===== config.mk =====
export PLATFORM = sky130hd
export DESIGN_NAME = per_address_median_range_filter
export DESIGN_NICKNAME = d
export VERILOG_FILES = /design/src/hw/rtl/pamrf_pkg.sv /design/src/hw/rtl/pamrf_slots.sv /design/src/hw/rtl/pamrf_median.sv /design/src/hw/rtl/per_address_median_range_filter.sv
export VERILOG_INCLUDE_DIRS = /design/src /design/src/hw/rtl
export SDC_FILE = /design/constraint.sdc
export NUM_CORES = 2
export LEC_CHECK = 0
export BUFFER_PORTS_ARGS = -buffer_cell sky130_fd_sc_hd__buf_2
export CORE_UTILIZATION = 23
export CTS_CLUSTER_SIZE = 14
export DETAILED_ROUTE_END_ITERATION = 8
export PLACE_DENSITY = 0.49
export SLEW_MARGIN = 20
export SYNTH_ARGS = -nofsm -noshare
export SYNTH_HDL_FRONTEND = slang
export SYNTH_SLANG_ARGS = --single-unit

===== constraint.sdc =====
create_clock -name clk -period 3.9 [get_ports clk]
set_clock_uncertainty 0.2 [all_clocks]
set_input_delay 0.195 -clock clk [delete_from_list [all_inputs] [get_ports clk]]
set_output_delay 0.195 -clock clk [all_outputs]
set_load 0.02 [all_outputs]

===== src/hw/rtl/per_address_median_range_filter_defines.svh =====
// Assertion macros shared by the per-address median range filter RTL
`ifndef PER_ADDRESS_MEDIAN_RANGE_FILTER_DEFINES_SVH
`define PER_ADDRESS_MEDIAN_RANGE_FILTER_DEFINES_SVH

// Same-cycle implication, sampled on clk, quiet during reset
`define PAMRF_ASSERT_NOW(lbl, ante, cons, msg) \
	lbl: assert property (@(posedge clk) disable iff (!arst_n) (ante) |-> (cons)) \
		else $error(msg);

// Next-cycle implication, sampled on clk, quiet during reset
`define PAMRF_ASSERT_NEXT(lbl, ante, cons, msg) \
	lbl: assert property (@(posedge clk) disable iff (!arst_n) (ante) |=> (cons)) \
		else $error(msg);

`endif


===== src/hw/rtl/pamrf_pkg.sv =====
// Package: sizes, payload types and slot command for the median range filter
`default_nettype none

package pamrf_pkg;

	localparam int WINDOW  = 5;
	localparam int SLOTS   = 8;
	localparam int TAG_W   = 16;
	localparam int RANGE_W = 24;
	localparam int HELD_W  = 3;

	localparam int SLOT_W  = (SLOTS > 1) ? $clog2(SLOTS) : 1;
	localparam int POS_W   = (WINDOW > 1) ? $clog2(WINDOW) : 1;
	localparam int FILL_W  = $clog2(WINDOW + 1);
	localparam int DEPTH   = SLOTS * WINDOW;
	localparam int ADDR_W  = (DEPTH > 1) ? $clog2(DEPTH) : 1;

	typedef struct packed {
		logic [TAG_W-1:0]          peer_addr;
		logic signed [RANGE_W-1:0] range_mm;
	} item_t;

	typedef struct packed {
		logic signed [RANGE_W-1:0] median_range_mm;
		logic [HELD_W-1:0]         samples_held;
	} result_t;

	// Slot decision handed from the slot table to the median unit
	typedef struct packed {
		logic [SLOT_W-1:0] slot;
		logic [POS_W-1:0]  pos;
		logic [FILL_W-1:0] fill;
	} slot_cmd_t;

endpackage

`default_nettype wire


===== src/hw/rtl/pamrf_slots.sv =====
// Slot table: owner, fill and ring position per slot, with a one-slot-per-cycle search
`default_nettype none

module pamrf_slots (
	input  wire logic                        clk,
	input  wire logic                        arst_n,
	input  wire logic                        go,
	input  wire logic [pamrf_pkg::TAG_W-1:0] tag,
	output logic                             done,
	output pamrf_pkg::slot_cmd_t             cmd
);

	localparam logic [1:0] S_IDLE   = 2'd0;
	localparam logic [1:0] S_SCAN   = 2'd1;
	localparam logic [1:0] S_COMMIT = 2'd2;

	logic [pamrf_pkg::TAG_W-1:0]  owner_q [pamrf_pkg::SLOTS];
	logic [pamrf_pkg::FILL_W-1:0] fill_q  [pamrf_pkg::SLOTS];
	logic [pamrf_pkg::POS_W-1:0]  wp_q    [pamrf_pkg::SLOTS];

	logic [1:0]                   state_q;
	logic [pamrf_pkg::TAG_W-1:0]  addr_q;
	logic [pamrf_pkg::SLOT_W-1:0] idx_q;
	logic                         hit_q;
	logic [pamrf_pkg::SLOT_W-1:0] hit_idx_q;
	logic [pamrf_pkg::FILL_W-1:0] hit_fill_q;
	logic [pamrf_pkg::POS_W-1:0]  hit_wp_q;
	logic                         emp_q;
	logic [pamrf_pkg::SLOT_W-1:0] emp_idx_q;
	logic                         done_q;
	pamrf_pkg::slot_cmd_t         cmd_q;

	logic                         occ;
	logic                         match;
	logic [pamrf_pkg::SLOT_W-1:0] sel;
	logic [pamrf_pkg::FILL_W-1:0] base_fill;
	logic [pamrf_pkg::POS_W-1:0]  pos;
	logic [pamrf_pkg::POS_W-1:0]  new_wp;
	logic [pamrf_pkg::FILL_W-1:0] new_fill;

	// Compare the slot under the scan index against the address
	assign occ   = (fill_q[idx_q] != '0);
	assign match = occ && (owner_q[idx_q] == addr_q);

	// Pick the slot: matching one, else first empty, else evict slot 0
	always_comb begin
		if (hit_q) begin
			sel       = hit_idx_q;
			base_fill = hit_fill_q;
			pos       = hit_wp_q;
		end else begin
			sel       = emp_q ? emp_idx_q : '0;
			base_fill = '0;
			pos       = '0;
		end
		new_wp   = (pos == pamrf_pkg::POS_W'(pamrf_pkg::WINDOW - 1)) ? '0
			: pos + pamrf_pkg::POS_W'(1);
		new_fill = (base_fill >= pamrf_pkg::FILL_W'(pamrf_pkg::WINDOW))
			? pamrf_pkg::FILL_W'(pamrf_pkg::WINDOW) : base_fill + pamrf_pkg::FILL_W'(1);
	end

	// Sequence the search and commit the slot update
	always_ff @(posedge clk or negedge arst_n) begin
		if (!arst_n) begin
			for (int i = 0; i < pamrf_pkg::SLOTS; i++) begin
				owner_q[i] <= '0;
				fill_q[i]  <= '0;
				wp_q[i]    <= '0;
			end
			state_q    <= S_IDLE;
			addr_q     <= '0;
			idx_q      <= '0;
			hit_q      <= 1'b0;
			hit_idx_q  <= '0;
			hit_fill_q <= '0;
			hit_wp_q   <= '0;
			emp_q      <= 1'b0;
			emp_idx_q  <= '0;
			done_q     <= 1'b0;
			cmd_q      <= '0;
		end else begin
			done_q <= 1'b0;
			case (state_q)
				S_IDLE: begin
					if (go) begin
						addr_q  <= tag;
						idx_q   <= '0;
						hit_q   <= 1'b0;
						emp_q   <= 1'b0;
						state_q <= S_SCAN;
					end
				end
				S_SCAN: begin
					if (match) begin
						hit_q      <= 1'b1;
						hit_idx_q  <= idx_q;
						hit_fill_q <= fill_q[idx_q];
						hit_wp_q   <= wp_q[idx_q];
						state_q    <= S_COMMIT;
					end else begin
						if (!occ && !emp_q) begin
							emp_q     <= 1'b1;
							emp_idx_q <= idx_q;
						end
						if (idx_q == pamrf_pkg::SLOT_W'(pamrf_pkg::SLOTS - 1)) begin
							state_q <= S_COMMIT;
						end else begin
							idx_q <= idx_q + pamrf_pkg::SLOT_W'(1);
						end
					end
				end
				S_COMMIT: begin
					owner_q[sel] <= addr_q;
					fill_q[sel]  <= new_fill;
					wp_q[sel]    <= new_wp;
					cmd_q.slot   <= sel;
					cmd_q.pos    <= pos;
					cmd_q.fill   <= new_fill;
					done_q       <= 1'b1;
					state_q      <= S_IDLE;
				end
				default: begin
					state_q <= S_IDLE;
				end
			endcase
		end
	end

	assign done = done_q;
	assign cmd  = cmd_q;

endmodule

`default_nettype wire


===== src/hw/rtl/pamrf_median.sv =====
// Sample memory and rank-count median unit with one shared signed comparator
`default_nettype none

module pamrf_median (
	input  wire logic                                clk,
	input  wire logic                                arst_n,
	input  wire logic                                go,
	input  wire pamrf_pkg::slot_cmd_t                cmd,
	input  wire logic signed [pamrf_pkg::RANGE_W-1:0] sample,
	output logic                                     done,
	output logic signed [pamrf_pkg::RANGE_W-1:0]     median
);

	localparam logic [2:0] M_IDLE = 3'd0;
	localparam logic [2:0] M_LOAD = 3'd1;
	localparam logic [2:0] M_PICK = 3'd2;
	localparam logic [2:0] M_CMP  = 3'd3;
	localparam logic [2:0] M_CHK  = 3'd4;

	logic signed [pamrf_pkg::RANGE_W-1:0] mem_q [pamrf_pkg::DEPTH];
	logic signed [pamrf_pkg::RANGE_W-1:0] rdata_q;
	logic signed [pamrf_pkg::RANGE_W-1:0] buf_q [pamrf_pkg::WINDOW];
	logic signed [pamrf_pkg::RANGE_W-1:0] cand_q;
	logic signed [pamrf_pkg::RANGE_W-1:0] median_q;

	logic [2:0]                   state_q;
	logic [pamrf_pkg::ADDR_W-1:0] base_q;
	logic [pamrf_pkg::FILL_W-1:0] n_q;
	logic [pamrf_pkg::FILL_W-1:0] rd_q;
	logic                         rv_q;
	logic                         rl_q;
	logic [pamrf_pkg::FILL_W-1:0] k_q;
	logic [pamrf_pkg::FILL_W-1:0] lt_q;
	logic [pamrf_pkg::FILL_W-1:0] le_q;
	logic                         done_q;

	logic [pamrf_pkg::ADDR_W-1:0] wr_addr;
	logic [pamrf_pkg::ADDR_W-1:0] go_base;
	logic                         rd_en;
	logic [pamrf_pkg::FILL_W-1:0] last_idx;
	logic [pamrf_pkg::FILL_W-1:0] mid;
	logic                         cmp_lt;
	logic                         cmp_eq;
	logic                         found;
	logic                         shift_en;
	logic signed [pamrf_pkg::RANGE_W-1:0] shift_in;

	// Address the slot's ring inside the flat sample memory
	assign go_base = pamrf_pkg::ADDR_W'(cmd.slot) * pamrf_pkg::ADDR_W'(pamrf_pkg::WINDOW);
	assign wr_addr = go_base + pamrf_pkg::ADDR_W'(cmd.pos);

	assign rd_en    = (state_q == M_LOAD) && (rd_q != n_q);
	assign last_idx = n_q - pamrf_pkg::FILL_W'(1);
	assign mid      = n_q >> 1;

	// Shared comparator: ring head against the candidate
	assign cmp_lt = (buf_q[0] < cand_q);
	assign cmp_eq = (buf_q[0] == cand_q);

	// Candidate is the median when the target rank falls inside its tie range
	assign found = (lt_q <= mid) && (mid < le_q);

	assign shift_en = ((state_q == M_LOAD) && rv_q) || (state_q == M_CMP)
		|| ((state_q == M_CHK) && !found);
	assign shift_in = (state_q == M_LOAD) ? rdata_q : buf_q[0];

	// Write the new sample, read the ring one entry a cycle
	always_ff @(posedge clk) begin
		if (go) begin
			mem_q[wr_addr] <= sample;
		end
		rdata_q <= mem_q[base_q + pamrf_pkg::ADDR_W'(rd_q)];
	end

	// Shift samples in at the ring tail, or rotate the ring
	always_ff @(posedge clk) begin
		if (shift_en) begin
			for (int k = 0; k < pamrf_pkg::WINDOW; k++) begin
				if (pamrf_pkg::FILL_W'(k) == last_idx) begin
					buf_q[k] <= shift_in;
				end else if (pamrf_pkg::FILL_W'(k) < last_idx) begin
					buf_q[k] <= buf_q[(k + 1) % pamrf_pkg::WINDOW];
				end
			end
		end
	end

	// Sequence load, candidate pick, rank count and check
	always_ff @(posedge clk or negedge arst_n) begin
		if (!arst_n) begin
			state_q  <= M_IDLE;
			base_q   <= '0;
			n_q      <= '0;
			rd_q     <= '0;
			rv_q     <= 1'b0;
			rl_q     <= 1'b0;
			k_q      <= '0;
			lt_q     <= '0;
			le_q     <= '0;
			cand_q   <= '0;
			median_q <= '0;
			done_q   <= 1'b0;
		end else begin
			done_q <= 1'b0;
			rv_q   <= rd_en;
			rl_q   <= rd_en && (rd_q == last_idx);
			if (rd_en) begin
				rd_q <= rd_q + pamrf_pkg::FILL_W'(1);
			end
			case (state_q)
				M_IDLE: begin
					if (go) begin
						base_q  <= go_base;
						n_q     <= cmd.fill;
						rd_q    <= '0;
						state_q <= M_LOAD;
					end
				end
				M_LOAD: begin
					if (rv_q && rl_q) begin
						state_q <= M_PICK;
					end
				end
				M_PICK: begin
					cand_q  <= buf_q[0];
					lt_q    <= '0;
					le_q    <= '0;
					k_q     <= '0;
					state_q <= M_CMP;
				end
				M_CMP: begin
					lt_q <= lt_q + pamrf_pkg::FILL_W'(cmp_lt);
					le_q <= le_q + pamrf_pkg::FILL_W'(cmp_lt | cmp_eq);
					k_q  <= k_q + pamrf_pkg::FILL_W'(1);
					if (k_q == last_idx) begin
						state_q <= M_CHK;
					end
				end
				M_CHK: begin
					if (found) begin
						median_q <= cand_q;
						done_q   <= 1'b1;
						state_q  <= M_IDLE;
					end else begin
						state_q <= M_PICK;
					end
				end
				default: begin
					state_q <= M_IDLE;
				end
			endcase
		end
	end

	assign done   = done_q;
	assign median = median_q;

endmodule

`default_nettype wire


===== src/hw/rtl/per_address_median_range_filter.sv =====
// The result strobe rises once the slot search has stepped through the slots to a match or
// the last slot and the median unit has loaded the held samples, then picked and rank-counted
// candidates until one is the median. busy falls with the strobe, so the next transaction can
// be taken while the strobe is high; none is taken before the last result is out, and the
// slot scan and the shared comparator set how long each takes.
// The result strobe lasts one cycle and cannot be stalled. Reset clears every slot.
`default_nettype none

`include "per_address_median_range_filter_defines.svh"

module per_address_median_range_filter (
	input  wire logic              clk,
	input  wire logic              arst_n,
	input  wire logic              start,
	input  wire pamrf_pkg::item_t  item,
	output logic                   busy,
	output logic                   done,
	output pamrf_pkg::result_t     result
);

	localparam logic [1:0] T_IDLE = 2'd0;
	localparam logic [1:0] T_SRCH = 2'd1;
	localparam logic [1:0] T_MED  = 2'd2;

	logic [1:0]                         state_q;
	pamrf_pkg::item_t                   item_q;
	logic [pamrf_pkg::HELD_W-1:0]       held_q;
	pamrf_pkg::result_t                 result_q;
	logic                               done_q;

	logic                               accept;
	logic                               slots_done;
	pamrf_pkg::slot_cmd_t               slots_cmd;
	logic                               med_done;
	logic signed [pamrf_pkg::RANGE_W-1:0] med_value;

	assign accept = start && !busy;
	assign busy   = (state_q != T_IDLE);

	pamrf_slots u_slots (
		.clk    (clk),
		.arst_n (arst_n),
		.go     (accept),
		.tag    (item.peer_addr),
		.done   (slots_done),
		.cmd    (slots_cmd)
	);

	pamrf_median u_median (
		.clk    (clk),
		.arst_n (arst_n),
		.go     (slots_done),
		.cmd    (slots_cmd),
		.sample (item_q.range_mm),
		.done   (med_done),
		.median (med_value)
	);

	// Hold the transaction and step through search and median
	always_ff @(posedge clk or negedge arst_n) begin
		if (!arst_n) begin
			state_q  <= T_IDLE;
			item_q   <= '0;
			held_q   <= '0;
			result_q <= '0;
			done_q   <= 1'b0;
		end else begin
			done_q <= 1'b0;
			case (state_q)
				T_IDLE: begin
					if (accept) begin
						item_q  <= item;
						state_q <= T_SRCH;
					end
				end
				T_SRCH: begin
					if (slots_done) begin
						held_q  <= pamrf_pkg::HELD_W'(slots_cmd.fill);
						state_q <= T_MED;
					end
				end
				T_MED: begin
					if (med_done) begin
						result_q.median_range_mm <= med_value;
						result_q.samples_held    <= held_q;
						done_q                   <= 1'b1;
						state_q                  <= T_IDLE;
					end
				end
				default: begin
					state_q <= T_IDLE;
				end
			endcase
		end
	end

	assign done   = done_q;
	assign result = result_q;

	// Check the sequencing between the two units and the port strobe
	`PAMRF_ASSERT_NEXT(a_accept_busy, accept, busy && !done, "busy not raised after transaction")
	`PAMRF_ASSERT_NOW(a_slots_in_search, slots_done, state_q == T_SRCH, "slot result out of search")
	`PAMRF_ASSERT_NEXT(a_median_to_done, med_done && state_q == T_MED, done && !busy, "result lost")
	`PAMRF_ASSERT_NEXT(a_single_strobe, done, !done, "result strobe longer than a cycle")

endmodule

`default_nettype wire


==> Yosys cells after proc, flatten, opt, wreduce, memory -nomap -nowiden <==
Memory sizes are Yosys's and may differ from the RTL's. A register that Yosys moved wholly into a read port is not among the register bits.
Cells that the tools add are included.
{ "classes": {"n_addsub": 10, "mul": 1, "div_mod_pow": 0, "order_cmp": 12, "eq_ne": 31, "n_shift": 0, "n_mux": 98, "bitwise": 9, "reduce_logical": 38} }
{ "op_table": {"columns": ["op", "count"], "rows": [
  ["24-bit two-way mux", 6],
  ["128-bit bitwise mux", 1],
  ["3-bit two-way mux", 20],
  ["16-bit binary-select mux with 3-bit select", 1],
  ["24-bit bitwise mux", 2],
  ["16-bit demux with 3-bit select", 1],
  ["16-bit two-way mux", 3],
  ["1-bit two-way mux", 46],
  ["24-bit == test", 1],
  ["24-bit < comparator", 1],
  ["3-bit one-hot mux with 2 select lines", 4],
  ["3-bit binary-select mux with 3-bit select", 2],
  ["16-bit == test", 1],
  ["2-bit AND reduction", 8],
  ["3-bit by 1-bit adder with 3-bit output (second input constant)", 5],
  ["3-bit one-hot mux with 5 select lines", 1],
  ["2-bit inequality test (second input constant)", 7],
  ["6-bit by 3-bit adder with 6-bit output", 2],
  ["2-bit two-way mux", 6],
  ["3-bit AND reduction", 4],
  ["1-bit logical AND", 10],
  ["3-bit demux with 3-bit select", 1],
  ["3-bit == test (second input constant)", 3],
  ["4-bit greater-or-equal comparator (second input constant)", 2],
  ["other kinds (35)", 61]
]} }
{ "word_totals": {"reg_bits": 353, "latchBits": 0, "ram_bits": 1080, "mem_bits_ro": 0, "input_bits": 43, "word_cells": 256, "mem_count": 2} }
{ "memory_table": {"columns": ["memory", "depth", "width", "rd", "rd_ports_with_merged_regs", "write_ports", "line_no", "rtl"], "rows": [
  ["u_median.mem_q", 40, 24, 1, 1, 1, "pamrf_median.sv:20", "logic signed [pamrf_pkg::RANGE_W-1:0] mem_q [pamrf_pkg::DEPTH];"],
  ["u_median.buf_q", 5, 24, 5, 0, 5, "pamrf_median.sv:22", "logic signed [pamrf_pkg::RANGE_W-1:0] buf_q [pamrf_pkg::WINDOW];"]
]} }

==> Longest topological paths before layout <==
{ "logic_depth": {"depth_word": 10, "depth_mapped": 16} }

==> Cells and area by module <==
A second synthesis with hierarchy kept.
{ "hier_totals": {"cells_unflattened": 3290, "hier_area_um2": 59126.7} }
{ "by_module_without_submodules": {"columns": ["module", "instances", "cells_each", "area_per_inst_um2"], "rows": [
  ["pamrf_median", 1, 2441, 46937.5],
  ["pamrf_slots", 1, 724, 10028.4],
  ["per_address_median_range_filter", 1, 125, 2160.8]
]} }

==> Worst setup path before layout <==
Ideal clock, no wire load.
{ "synth_timing": {"path_kind": "reg2reg", "start": "register u_median.n_q[2] (netlist name)", "end": "memory u_median.buf_q[2][10] (netlist name) (data pin)", "setup_ns": 0.260, "arrival_ns": 3.345, "t_required_ns": 3.440, "path_slack_ns": 0.095, "stages_incl_launch_ff": 12, "period_less_slack_ns": 3.805, "cell_sequence": "dfrtp_1 -> inv_1 -> ha_1 -> nor2b_1 -> o21ai_0 -> o211ai_1 -> nand3_1 -> o21a_1 -> nor2_1 -> nand2_1 -> clkbuf_1 -> mux2_2"} }
{ "synth_lines": {"columns": ["element", "line_no", "rtl"], "rows": [
  ["start, declared", "pamrf_median.sv:28", "logic [pamrf_pkg::FILL_W-1:0] n_q;"],
  ["start signal, assigned", "pamrf_median.sv:114", "n_q <= cmd.fill;"],
  ["end, declared", "pamrf_median.sv:22", null]
]} }

==> Worst setup path in the final report <==
{ "layout_timing": {"start": "register u_median.rd_q[0] (netlist name)", "end": "register u_median.rdata_q[1] (netlist name) (read register of u_median.mem_q)"} }
{ "layout_between": {"elab_chain_cells": 1} }
{ "layout_rtl": {"columns": ["element", "line_no", "rtl"], "rows": [
  ["start, declared", "pamrf_median.sv:29", "logic [pamrf_pkg::FILL_W-1:0] rd_q;"],
  ["start signal, assigned", "pamrf_median.sv:108", "rd_q <= rd_q + pamrf_pkg::FILL_W'(1);"],
  ["6-bit by 3-bit adder with 6-bit output", "pamrf_median.sv:72", "rdata_q <= mem_q[base_q + pamrf_pkg::ADDR_W'(rd_q)];"],
  ["end, declared", "pamrf_median.sv:21", "logic signed [pamrf_pkg::RANGE_W-1:0] rdata_q;"]
]} }
No other way between the ends.
A chain may end at the register's enable or synchronous reset.

==> summary.md <==
| Metric | Value |
|---|---|
| Status | `finished, final reports clean` |
| Share of flip-flops with an asynchronous set or reset | `24.23%` |
| Worst-Skew Late Latency | `0.80 ns` |
| Synthesized area | `0.05857 mm2` |
| Synth Warn # | `0` |
| RSZ-0062 raised after global routing | `no` |
| # setup viols final | `0` |
| Synth Register Bits | `1457` |
| Post-CTS sizing | `0` |
| Synth top area cells | `edfxtp_1 (55%), dfrtp_1 (15%), mux4_2 (13%)` |
| MaxCap Viol Count | `0` |
| Hold path depth | `3` |
| Worst reg2reg path depth | `7` |
| Place WS | `0.2587 ns` |
| Layout cells sized above 1 | `28.96%` |
| Fin crit period | `3.613 ns` |
| Vias in the first global route | `31822` |
| Clock buffer depth | `3` |
| CTS clk-pin slew, worst paths | `0.06 ns` |
| Startpoint types | `register` |
| # clock sinks | `1457` |
| Most frequent cells after synthesis | `edfxtp_1 (1080), dfrtp_1 (353), nand2_1 (350)` |
| Reg-to-reg slack, setup | `0.29 ns` |
| Worst slew pin tran | `0.7785 ns` |
| Die area | `0.2567 mm2` |
| Vias per std cell | `4.321` |
| Die W | `506.6 um` |
| Setup tns final | `0 ns` |
| Grt ovf | `0` |
| Crit Path Category | `reg -> reg` |
| Post-Syn Instances | `3303` |
| Min-Delay Path Class | `in -> reg` |
| Critical path fanouts, max | `24` |
| R2r startpoint | `u_median.rd_q[0]` |
| Fillers | `25216` |
| Synth area leader | `edfxtp_1` |
| Setup ws final | `0.2867 ns` |
| Max Fclk | `276.8 MHz` |
| Register Area | `0.04175 mm2` |
| Fin util | `28.22%` |
| CTS buffer count | `153` |
| Final net count | `3720` |
| Multi-input logic area | `0.01629 mm2` |
| Antenna violations before repair | `9` |
| DR vias | `30689` |
| Max_slew headroom | `47.97%` |
| CORE AREA | `0.2523 mm2` |
| GPL Wtd Cong | `0.7197` |
| CTS tree | `done` |
| Final WL | `148800 um` |
| CTS root buffer | `clkbuf_16` |
| Leakage | `0.02526 uW` |
| Initial DRC Count | `2701` |
| Avg Cell Area, Syn | `17.73 um2` |
| Std-Cell Rows | `184` |
| DRC | `0` |
| Most used DFF post-synth | `edfxtp_1` |
| Pwr Density | `716.3 mW/mm2` |
| Syn-to-layout area delta | `21.56%` |
| Share of the synthesized area in the top cell type | `55.37%` |
| Worst Setup End Kind | `register` |
| Antenna Violating Nets Remaining | `0` |
| Pin count of the biggest net entering global routing | `91` |
| Tcrit/Tclk final | `92.65%` |
| Syn_nets | `3399` |
| DRT Pass-1 Iters | `5` |
| R2r endpoint | `u_median.rdata_q[1]` |
| Final Hold Vio Count | `0` |
| Hpwl dp | `82170 um` |
| Design Power | `51000 uW` |
| Average wire per standard cell | `20.95 um` |
| Post-synth EDFFs | `1080` |
| Hold endpoint | `u_slots.addr_q[4]` |
| Worst endpoint required time | `4.36 ns` |
| Register area share after synthesis | `71.27%` |
| Yosys cell types | `54` |
| Peak supply drop | `0.7387 mV` |
| Hold path startpoint | `item[28]` |
| Most common cell in the netlist | `edfxtp_1` |
| CTS H-tree depth | `4` |
| Max Slew Vio Count | `0` |
| Die Y | `506.6 um` |
| All-Layer GR Usage | `11.61%` |
| Ports | `72` |
| CP Data Arrival Time | `4.07 ns` |
| Port Buffers | `71` |
| First-pass GRT wire length | `219700 um` |
| Starting Density | `23.21%` |
[cells in the final DEF (no fill, tap or decap), drive strengths merged, types with 17 or more instances in the layout]
| master | n |
|---|---|
| mux2i | 75 |
| inv | 46 |
| clkinv | 51 |
| dfxtp | 24 |
| nor2b | 34 |
| a211oi | 24 |
| nand3 | 17 |
| edfxtp | 1080 |
| buf | 221 |
| xor2 | 22 |
| clkbuf | 213 |
| mux4 | 330 |
| dlygate4sd3 | 127 |
| o21ai | 104 |
| nor2 | 163 |
| ha | 51 |
| nand2 | 351 |
| a21oi | 124 |
| dfrtp | 353 |
| mux2 | 232 |
[layout make-up]
type,instances,share of cell area (%)
timing repair buffer,348,5.015
multi-input combinational,1621,22.88
sequential,1457,58.64
tap,3348,5.883
clock buffer,213,6.121
inverter,43,0.2267
antenna,1,0.003515
clock inverter,72,1.232
[sequential cells by signal, indices dropped and copies added (netlist names), 6 cells and up]
name / count
u_median.mem_q: 960
u_median.base_q: 6
u_slots.owner_q: 128
u_median.buf_q: 120
u_slots.cmd: 9
u_median.median: 24
u_median.rdata_q: 24
u_slots.wp_q: 24
u_slots.fill_q: 24
result: 27
u_slots.addr_q: 16
item_q: 24
u_median.cand_q: 24
[worst max-delay path, cell delays in order (launching register included)]
cell	delay [ns]
dfrtp_1	0.45
ha_4	0.20
fa_4	1.01
buf_12	0.25
mux4_2	0.32
mux4_2	0.54
mux2i_1	0.32
a21oi_1	0.14
[kinds of logic after synthesis]
| kind of cell | share of synthesized area, % |
|---|---|
| flip-flops | 71.27 |
| multiplexers | 18.47 |
| AND/OR/NAND/NOR | 4.321 |
| AO/OA/AOI/OAI | 2.668 |
| buffers and inverters | 1.562 |
| adder cells (fa/ha/maj) | 1.158 |
| XOR/XNOR | 0.5533 |
[metal layers]
metal | wire, um | part of all wire (%) | vias to the layer above | global-route usage [%]
met2 | 70550 | 47 | 661 | 18.65
met4 | 2755 | 1.9 | 0 | 3.045
li1 | - | - | 13415 | -
met1 | 68700 | 46 | 16420 | 16.31
met5 | 0 | 0 | - | 0
met3 | 6823 | 4.6 | 193 | 1.724
[per-stage QoR]
stage                     std cells  hold WS [ns]  instance area (um2)
after floorplan                3303       -0.3006                58570
after global placement         6689       0.04829                64660
after detailed placement       6689       0.04777                64660
after CTS                      7102      0.002850                71200
after global routing           7103       0.04087                71200
final                          7103       0.05221                71200
[timing repair]
action / CTS / global route
hold buffers: 128 / 0
buffers inserted: 0 / 0
endpoints found under the hold margin: 396 / 0
[where the power goes]
group / internal (uW) / leakage [uW] / switching (uW) / total, uW
logic: 7420 / 0.00782 / 7870 / 15300
registers: 19400 / 0.0149 / 1250 / 20600
clock network: 8860 / 0.00257 / 6220 / 15100
total: 35700 / 0.0253 / 15300 / 51000
[how the worst max path moves through the flow]
stage                                 end              from  slack [ns]  cells past startpoint
floorplan           u_median.buf_q[2][10]   u_median.n_q[2]        0.09                     11
global placement      u_median.rdata_q[1]  u_median.rd_q[0]        0.26                      7
detailed placement    u_median.rdata_q[1]  u_median.rd_q[0]        0.26                      7
CTS                   u_median.rdata_q[1]  u_median.rd_q[0]        0.24                      7
global route          u_median.rdata_q[1]  u_median.rd_q[0]        0.20                      7
finish                u_median.rdata_q[1]  u_median.rd_q[0]        0.29                      7
Note: power is estimated with default switching activity, not from simulation.
